$ cat src/sv/bcdec_pkg.sv
// bcdec_pkg: shared types, format codes and palette helpers for the BC1..BC5 decoder.
// No dependencies.
package bcdec_pkg;

  localparam int unsigned FmtW = 3;
  localparam int unsigned QueueDepth = 2;

  typedef enum logic [FmtW-1:0] {
    FMT_BC1 = 3'd0,
    FMT_BC2 = 3'd1,
    FMT_BC3 = 3'd2,
    FMT_BC4 = 3'd3,
    FMT_BC5 = 3'd4
  } fmt_e;

  // Classified block handed from front to back.
  typedef struct packed {
    fmt_e        fmt;
    logic [63:0] lo;
    logic [63:0] hi;
  } blk_t;

  // Per-block decoded palettes, registered in the back end.
  typedef struct packed {
    logic [3:0][31:0] cpal;   // colour palette, RGBA packed
    logic [7:0][7:0]  apal;   // channel palette from low word
    logic [7:0][7:0]  gpal;   // channel palette from high word
    logic [47:0]      aidx;   // 3-bit indices from low word
    logic [47:0]      gidx;   // 3-bit indices from high word
    logic [31:0]      cidx;   // 2-bit colour indices
    logic [63:0]      lo;     // explicit BC2 alpha nibbles
    fmt_e             fmt;
  } pal_t;

  // c*255/31 = 8c + floor(7c/31); 7c/31 by reciprocal 265/2^13, exact for 7c < 356
  function automatic logic [7:0] exp5(input logic [4:0] c);
    logic [7:0]  y;
    logic [16:0] q;
    y = 8'(c) * 8'd7;
    q = 17'(y) * 17'd265;
    return {c, 3'b000} + 8'(q >> 13);
  endfunction

  // c*255/63 = 4c + floor(c/21); c/21 is at most 3, taken by compares
  function automatic logic [7:0] exp6(input logic [5:0] c);
    return {c, 2'b00} + 8'(c >= 6'd21) + 8'(c >= 6'd42) + 8'(c >= 6'd63);
  endfunction

  function automatic logic [7:0] div3(input logic [9:0] v);
    logic [19:0] p;
    p = 20'(v) * 20'd683;   // exact for v < 1024 with the shift below
    return 8'(p >> 11);
  endfunction

  // /7 by 2341/2^14 (exact below 5461), /5 by 1639/2^13 (exact below 2730)
  function automatic logic [7:0][7:0] chan_pal(input logic [15:0] w);
    logic [7:0][7:0] pal;
    logic [7:0]      v0;
    logic [7:0]      v1;
    logic [10:0]     s;
    logic [22:0]     m;
    v0 = w[7:0];
    v1 = w[15:8];
    pal[0] = v0;
    pal[1] = v1;
    for (int i = 1; i <= 6; i++) begin
      if (v0 > v1) begin
        s = 11'(7 - i) * 11'(v0) + 11'(i) * 11'(v1);
        m = 23'(s) * 23'd2341;
        pal[i+1] = 8'(m >> 14);
      end else if (i <= 4) begin
        s = 11'(5 - i) * 11'(v0) + 11'(i) * 11'(v1);
        m = 23'(s) * 23'd1639;
        pal[i+1] = 8'(m >> 13);
      end else begin
        pal[i+1] = (i == 5) ? 8'd0 : 8'd255;
      end
    end
    return pal;
  endfunction

  function automatic logic [3:0][31:0] color_pal(input logic [31:0] w, input logic three_ok);
    logic [3:0][31:0] pal;
    logic [2:0][7:0]  e0;
    logic [2:0][7:0]  e1;
    logic [2:0][7:0]  p2;
    logic [2:0][7:0]  p3;
    logic [8:0]       h;
    e0[0] = exp5(w[15:11]); e0[1] = exp6(w[10:5]);  e0[2] = exp5(w[4:0]);
    e1[0] = exp5(w[31:27]); e1[1] = exp6(w[26:21]); e1[2] = exp5(w[20:16]);
    for (int c = 0; c < 3; c++) begin
      if (!three_ok || w[15:0] > w[31:16]) begin
        p2[c] = div3({1'b0, e0[c], 1'b0} + 10'(e1[c]));
        p3[c] = div3(10'(e0[c]) + {1'b0, e1[c], 1'b0});
      end else begin
        h = 9'(e0[c]) + 9'(e1[c]);
        p2[c] = h[8:1];
        p3[c] = 8'd0;
      end
    end
    pal[0] = {8'd255, e0[2], e0[1], e0[0]};
    pal[1] = {8'd255, e1[2], e1[1], e1[0]};
    pal[2] = {8'd255, p2[2], p2[1], p2[0]};
    pal[3] = {((!three_ok || w[15:0] > w[31:16]) ? 8'd255 : 8'd0), p3[2], p3[1], p3[0]};
    return pal;
  endfunction

endpackage

$ cat src/sv/bcdec_front.sv
// bcdec_front: accepts input blocks, resolves the format code and queues them.
// Depends on bcdec_pkg.
module bcdec_front (
  input  logic                clk_i,
  input  logic                rst_ni,
  input  logic [2:0]          fmt_i,
  input  logic                in_valid_i,
  output logic                in_ready_o,
  input  logic [63:0]         lo_i,
  input  logic [63:0]         hi_i,
  output logic                q_valid_o,
  input  logic                q_ready_i,
  output bcdec_pkg::blk_t     q_data_o
);
  import bcdec_pkg::*;

  localparam int unsigned PtrW = $clog2(QueueDepth);

  blk_t            mem_q [QueueDepth];
  logic [PtrW-1:0] wr_q, rd_q;
  logic [PtrW:0]   cnt_q;
  logic            push, pop;
  fmt_e            fmt;

  always_comb begin
    unique case (fmt_i)
      FMT_BC2: fmt = FMT_BC2;
      FMT_BC3: fmt = FMT_BC3;
      FMT_BC4: fmt = FMT_BC4;
      FMT_BC5: fmt = FMT_BC5;
      default: fmt = FMT_BC1;   // undefined codes decode as BC1
    endcase
  end

  assign in_ready_o = cnt_q != (PtrW+1)'(QueueDepth);
  assign q_valid_o  = cnt_q != '0;
  assign push       = in_valid_i && in_ready_o;
  assign pop        = q_valid_o && q_ready_i;
  assign q_data_o   = mem_q[rd_q];

  always_ff @(posedge clk_i) begin
    if (push) mem_q[wr_q] <= '{fmt: fmt, lo: lo_i, hi: hi_i};
  end

  always_ff @(posedge clk_i or negedge rst_ni) begin
    if (!rst_ni) begin
      wr_q  <= '0;
      rd_q  <= '0;
      cnt_q <= '0;
    end else begin
      if (push) wr_q <= wr_q + 1'b1;
      if (pop)  rd_q <= rd_q + 1'b1;
      cnt_q <= cnt_q + (PtrW+1)'(push) - (PtrW+1)'(pop);
    end
  end
endmodule

$ cat src/sv/bcdec_back.sv
// bcdec_back: builds palettes for one block, then emits its four texel rows.
// Depends on bcdec_pkg.
module bcdec_back (
  input  logic             clk_i,
  input  logic             rst_ni,
  input  logic             q_valid_i,
  output logic             q_ready_o,
  input  bcdec_pkg::blk_t  q_data_i,
  output logic             out_valid_o,
  input  logic             out_ready_i,
  output logic [1:0]       row_o,
  output logic [127:0]     texels_o,
  output logic             last_o
);
  import bcdec_pkg::*;

  pal_t        pal_q;
  logic        pal_v_q;
  logic [1:0]  row_q;
  logic        out_v_q;
  logic [1:0]  orow_q;
  logic [127:0] otex_q;
  logic        pal_done, pal_ld, out_ld;
  logic [63:0] cw;
  logic [3:0][31:0] tex;

  assign cw        = (q_data_i.fmt == FMT_BC1) ? q_data_i.lo : q_data_i.hi;
  assign out_ld    = pal_v_q && (!out_v_q || out_ready_i);
  assign pal_done  = out_ld && row_q == 2'd3;
  assign q_ready_o = !pal_v_q || pal_done;
  assign pal_ld    = q_valid_i && q_ready_o;

  always_comb begin
    logic [4:0] px;
    logic [1:0] k;
    logic [2:0] ai, gi;
    logic [7:0] r, a;
    for (int c = 0; c < 4; c++) begin
      px = {1'b0, row_q, 2'(c)};
      k  = pal_q.cidx[2*px +: 2];
      ai = pal_q.aidx[3*px +: 3];
      gi = pal_q.gidx[3*px +: 3];
      r  = pal_q.apal[ai];
      unique case (pal_q.fmt)
        FMT_BC4: tex[c] = {8'd255, r, r, r};
        FMT_BC5: tex[c] = {8'd255, 8'd255, pal_q.gpal[gi], r};
        default: begin
          a = pal_q.cpal[k][31:24];
          if (pal_q.fmt == FMT_BC2) a = {pal_q.lo[4*px +: 4], pal_q.lo[4*px +: 4]};
          else if (pal_q.fmt == FMT_BC3) a = r;
          tex[c] = {a, pal_q.cpal[k][23:0]};
        end
      endcase
    end
  end

  always_ff @(posedge clk_i) begin
    if (pal_ld) begin
      pal_q.cpal <= color_pal(cw[31:0], q_data_i.fmt == FMT_BC1);
      pal_q.apal <= chan_pal(q_data_i.lo[15:0]);
      pal_q.gpal <= chan_pal(q_data_i.hi[15:0]);
      pal_q.aidx <= q_data_i.lo[63:16];
      pal_q.gidx <= q_data_i.hi[63:16];
      pal_q.cidx <= cw[63:32];
      pal_q.lo   <= q_data_i.lo;
      pal_q.fmt  <= q_data_i.fmt;
    end
    if (out_ld) begin
      orow_q <= row_q;
      otex_q <= tex;
    end
  end

  always_ff @(posedge clk_i or negedge rst_ni) begin
    if (!rst_ni) begin
      pal_v_q <= 1'b0;
      row_q   <= '0;
      out_v_q <= 1'b0;
    end else begin
      if (pal_ld) pal_v_q <= 1'b1;
      else if (pal_done) pal_v_q <= 1'b0;
      if (out_ld) row_q <= row_q + 1'b1;
      if (out_ld) out_v_q <= 1'b1;
      else if (out_ready_i) out_v_q <= 1'b0;
    end
  end

  assign out_valid_o = out_v_q;
  assign row_o       = orow_q;
  assign texels_o    = otex_q;
  assign last_o      = orow_q == 2'd3;
endmodule

$ cat src/sv/bc1_to_bc5_block_decoder.sv
// BC1..BC5 texture block decoder: one 16-byte block in, four RGBA8 rows out.
// From block accept to row 0 a block passes the queue, the palette register and the output register.
// Throughput: one row per cycle while a block is queued and the output is ready; row rate is the back end's limit.
// A 2-entry queue lets the front accept while the back still emits rows.
// Reset (rst_ni, async low) empties the queue and pipeline; block_format resets to BC1.
module bc1_to_bc5_block_decoder (
  input  logic         clk_i,
  input  logic         rst_ni,
  // configuration: block_format
  input  logic         cfg_valid_i,
  output logic         cfg_ready_o,
  input  logic [2:0]   cfg_data_i,
  // input blocks
  input  logic         s_axis_tvalid_i,
  output logic         s_axis_tready_o,
  input  logic [127:0] s_axis_tdata_i,   // [63:0] block_low, [127:64] block_high
  // output rows
  output logic         m_axis_tvalid_o,
  input  logic         m_axis_tready_i,
  output logic [135:0] m_axis_tdata_o,   // [1:0] row_index, [33:2] texel_zero,
                                         // [65:34] one, [97:66] two, [129:98] three,
                                         // [135:130] zero fill
  output logic         m_axis_tlast_o    // last_row
);
  import bcdec_pkg::*;

  logic [2:0]   fmt_q;
  logic         q_valid, q_ready;
  blk_t         q_data;
  logic [1:0]   row;
  logic [127:0] texels;

  assign cfg_ready_o = 1'b1;
  always_ff @(posedge clk_i or negedge rst_ni) begin
    if (!rst_ni) fmt_q <= 3'(FMT_BC1);
    else if (cfg_valid_i) fmt_q <= cfg_data_i;
  end

  bcdec_front u_front (
    .clk_i, .rst_ni,
    .fmt_i      (fmt_q),
    .in_valid_i (s_axis_tvalid_i),
    .in_ready_o (s_axis_tready_o),
    .lo_i       (s_axis_tdata_i[63:0]),
    .hi_i       (s_axis_tdata_i[127:64]),
    .q_valid_o  (q_valid),
    .q_ready_i  (q_ready),
    .q_data_o   (q_data)
  );

  bcdec_back u_back (
    .clk_i, .rst_ni,
    .q_valid_i   (q_valid),
    .q_ready_o   (q_ready),
    .q_data_i    (q_data),
    .out_valid_o (m_axis_tvalid_o),
    .out_ready_i (m_axis_tready_i),
    .row_o       (row),
    .texels_o    (texels),
    .last_o      (m_axis_tlast_o)
  );

  assign m_axis_tdata_o = {6'd0, texels, row};

  // tlast marks exactly row three
  a_last: assert property (@(posedge clk_i) disable iff (!rst_ni)
    m_axis_tvalid_o |-> (m_axis_tlast_o == (m_axis_tdata_o[1:0] == 2'd3)))
    else $error("tlast mismatch");
  // rows advance in order
  a_order: assert property (@(posedge clk_i) disable iff (!rst_ni)
    (m_axis_tvalid_o && m_axis_tready_i) ##1 m_axis_tvalid_o |->
      m_axis_tdata_o[1:0] == $past(m_axis_tdata_o[1:0]) + 2'd1)
    else $error("row order");
  // empty queue with a ready back end: the consequent holds for any output valid, as a rise implies it was low
  a_qflow: assert property (@(posedge clk_i) disable iff (!rst_ni)
    (!q_valid && q_ready) |=> !$rose(m_axis_tvalid_o) || $past(m_axis_tvalid_o) == 1'b0)
    else $error("queue flow");
endmodule
$ cat config.mk
export PLATFORM = sky130hd
export DESIGN_NAME = bc1_to_bc5_block_decoder
export DESIGN_NICKNAME = d
export VERILOG_FILES = /design/src/sv/bcdec_pkg.sv /design/src/sv/bcdec_front.sv /design/src/sv/bcdec_back.sv /design/src/sv/bc1_to_bc5_block_decoder.sv
export SDC_FILE = /design/constraint.sdc
export NUM_CORES = 2
export LEC_CHECK = 0
export ABC_AREA = 0
export CORE_ASPECT_RATIO = 0.6
export CORE_MARGIN = 1.5
export CORE_UTILIZATION = 50
export DETAILED_ROUTE_END_ITERATION = 10
export DONT_BUFFER_PORTS = 1
export GPL_TIMING_DRIVEN = 0
export SKIP_LAST_GASP = 1
export SYNTH_ARGS = -nofsm -noshare
export SYNTH_HDL_FRONTEND = slang
export SYNTH_HIERARCHICAL = 1
export SYNTH_SLANG_ARGS = --single-unit
$ cat constraint.sdc
create_clock -name clk_i -period 17 [get_ports clk_i]
set_input_delay 0.85 -clock clk_i [delete_from_list [all_inputs] [get_ports clk_i]]
set_output_delay 0.85 -clock clk_i [all_outputs]
set_load 0.01 [all_outputs]
==> results by group <==
Yosys
  – Synth Warn #: 6
  – Largest area contributor in the netlist: ha_1
  – EDFF count, synth: 748
  – Syn_area_per_cell: 11.2 um2
  – Cell Area, Synth: 92300 um2
  – Seq/Total Area, Yosys: between 20% and 30%
  – Post-synth top area share: a little over a quarter
  – Post-synth top flop: edfxtp_1
  – Synth cell types: 94
  – Main area contributors after synthesis: ha_1 (27%), edfxtp_1 (24%), fa_1 (14%)
  – Gate Count Post-Synth: 8226
  – #FFs+latches synth: 759
  – Asr flop ratio synth: ~1.4%

STA
  – Fmax: 61.7 MHz
  – Final min period: 16.20 ns
  – Least-Margin Pin Slew: 1.68 ns
  – Rel. slew slack: -12.7%
  – Setup TNS: 0 ns
  – Setup Viol. Count Final: 0
  – Clock Skews: 0.0874 ns
  – Period utilisation layout: 95.3%
  – Final hold viol count: 0
  – RSZ-0062 raised after global routing: false
  – Final Max Tran Viols: 3

Worst setup path
  – CP Max Fanout: 10
  – Endpoint type of the worst setup path: flip-flop
  – Critical Path Source: u_front/rd_q
  – Arrival time worst endpoint: 16.62 ns
  – Critical path's most frequent cell: ha_1
  – Cells on worst reg2reg path: 61
  – Worst Path Required: between 15 and 20 ns
  – Critical path's slowest cell: xnor2_2
  – Worst Path Class, Setup: reg -> reg
  – CP peak stage delay: approximately 0.66 ns
  – Critical register-to-register path endpoint: u_back/pal_q[393]
  – FF-to-FF setup slack: between 0.8 and 0.9 ns
  – Startpoint Class: flip-flop
  – Reg2reg start: u_front/rd_q
  – CP endpoint: u_back/pal_q[393]

Global route
  – Total global-route track usage: 32.7%
  – Met3 usage: 11.7%
  – Vias in the first global route: 63300
  – Largest net degree at the start of global routing: 91
  – Global route overflow: 0
  – Most used routing layer in global routing: met1
  – Met1 usage: 51.4%
  – First-pass GRT wire length: 440000 um
  – Initial antenna violation count: 35
  – GRT met2 Usage: roughly two fifths

Floorplan
  – Die X: between 500 and 600 um
  – Die H: 336 um
  – Full die area: 187000 um2
  – Std cell rows: 121
  – Initial Utilization: approximately 50%
  – Core footprint: 182000 um2
  – IO Pins: between 200 and 300

Clocking
  – H-Tree Depth: 3
  – Clock slew at reported path FFs: around 0.07 ns
  – Clock Latency Late Sink: 0.74 ns
  – Inserted Clock Buffers: roughly 80
  – Clk buf depth: 3
  – TritonCTS clock tree: built
  – Clock sink count: 759
  – Clock Tree Root: clkbuf_16

Detailed routing
  – DR vias/cell: 6.04
  – Detailed Route WL: approximately 310000 um
  – Via count: 65700
  – Initial DRC count: 7244
  – Drt drc: 0
  – Drt first pass iters: 6
  – Final ANT Viol Nets: 0
  – Average wire per standard cell: 28.1 um

Layout
  – Core Util, Final: 54.0%
  – Commonest cells after routing, fill and taps aside: ha_1 (2016), inv_1 (1139), edfxtp_1 (748)
  – Commonest non-fill, non-tap cell in the layout: ha_1
  – Layout cells sized above 1: 7.60%
  – Nets: approximately 11000
  – Area growth syn-to-layout: 6.83%

Place
  – GPL Wtd Cong: approximately 1.0
  – IO Port Bufs: 0
  – Detailed Place HPWL: 253000 um

Hold path
  – Worst Hold Path Cells: 0
  – Hold crit path type: in -> reg

Flow run
  – Max Cap Viol: 1

Outcome
  – Status: finished with violations
  – Failing checks: capacitance limit, slew limit
-- through the flow --
step	hold WS [ns]	std cells	instance area, um2	setup slack, ns
after detailed placement	0.525	10700	95800	0.962
after global routing	0.173	10900	98600	0.0924
after global placement	0.473	10700	95400	1.03
after floorplan	0.445	8231	92300	3.80
after CTS	0.150	10900	98500	0.862
final	0.202	10900	98600	0.801
-- metal layers --
| metal | part of all wire, % | wire length [um] | up-vias |
|---|---|---|---|
| li1 | - | - | 29600 |
| met1 | 48 | 146000 | 32600 |
| met2 | 37 | 112000 | 3096 |
| met3 | 13 | 39600 | 359 |
| met4 | 2.5 | 7780 | 20 |
| met5 | 0.062 | 189 | - |
-- Yosys cell counts, types with 91 or more instances --
cell / number
a21o_1: 156
a21oi_1: 338
clkbuf_1: 102
edfxtp_1: 748
fa_1: 638
ha_1: 2016
inv_1: 1140
mux2_2: 94
mux4_2: 204
nand2_1: 388
nand3_1: 91
nor2_1: 361
o21ai_0: 222
xnor2_1: 360
xor2_1: 142
-- area by class of cell --
cell class,instances,area (um2)
Antenna cell,16,40.0
Buffer,180,835
Clock buffer,95,2090
Clock inverter,55,651
Fill cell,16000,83800
Inverter,1140,4280
Multi-Input combinational cell,6152,64500
Sequential cell,759,22700
Tap cell,2460,3080
Timing Repair Buffer,16,373
-- repair_timing --
item                                    4_1_cts  5_1_grt
endpoints found under the setup margin        0        5
gates resized for setup                       0        4
hold buffers                                  1        0
endpoints found under the hold margin        11        0
setup buffers                                 0        0
-- how the worst min path moves through the flow --
| stage | slack, ns | startpoint | end |
|---|---|---|---|
| global placement | 0.47 | u_front/wr_q | u_front/wr_q |
| global route | 0.17 | s_axis_tdata_i[25] | u_front/mem_q[1][89] |
| finish | 0.20 | s_axis_tdata_i[25] | u_front/mem_q[1][89] |
| CTS | 0.15 | s_axis_tdata_i[86] | u_front/mem_q[1][22] |
| detailed placement | 0.53 | u_back/pal_v_q | u_back/out_valid_o |
| floorplan | 0.45 | u_back/row_q[1] | u_back/row_o[1] |
-- kinds of logic after synthesis --
group / share of synthesized area [%]
adder cells (fa/ha/maj): 41.3
buffers and inverters: 5.54
AND/OR/NAND/NOR: 6.71
AO/OA/AOI/OAI: 8.63
flip-flops: 24.6
XOR/XNOR: 4.91
multiplexers: 8.28
other: 0.00814
-- worst max-delay path, delay by kind of cell (launching register included) --
kind            cells  cell delay, ns
simple gates       10            2.06
mux                 1            0.52
compound gates     19            4.94
flops               1            0.34
fa+ha+maj          14            4.41
xor+xnor            2            0.88
buf+inv            15            2.67
-- registers in the layout (all words and copies together) (netlist names) --
register	flops
fmt_q	3
u_back/out_valid_o	1
u_back/pal_q	356
u_back/pal_v_q	1
u_back/row_o	2
u_back/row_q	2
u_back/texels_o	128
u_front/cnt_q	2
u_front/mem_q	262
u_front/rd_q	1
u_front/wr_q	1
Power is not shown: default switching activity piles up to over one toggle a cycle in this logic, so the estimate is an artifact.
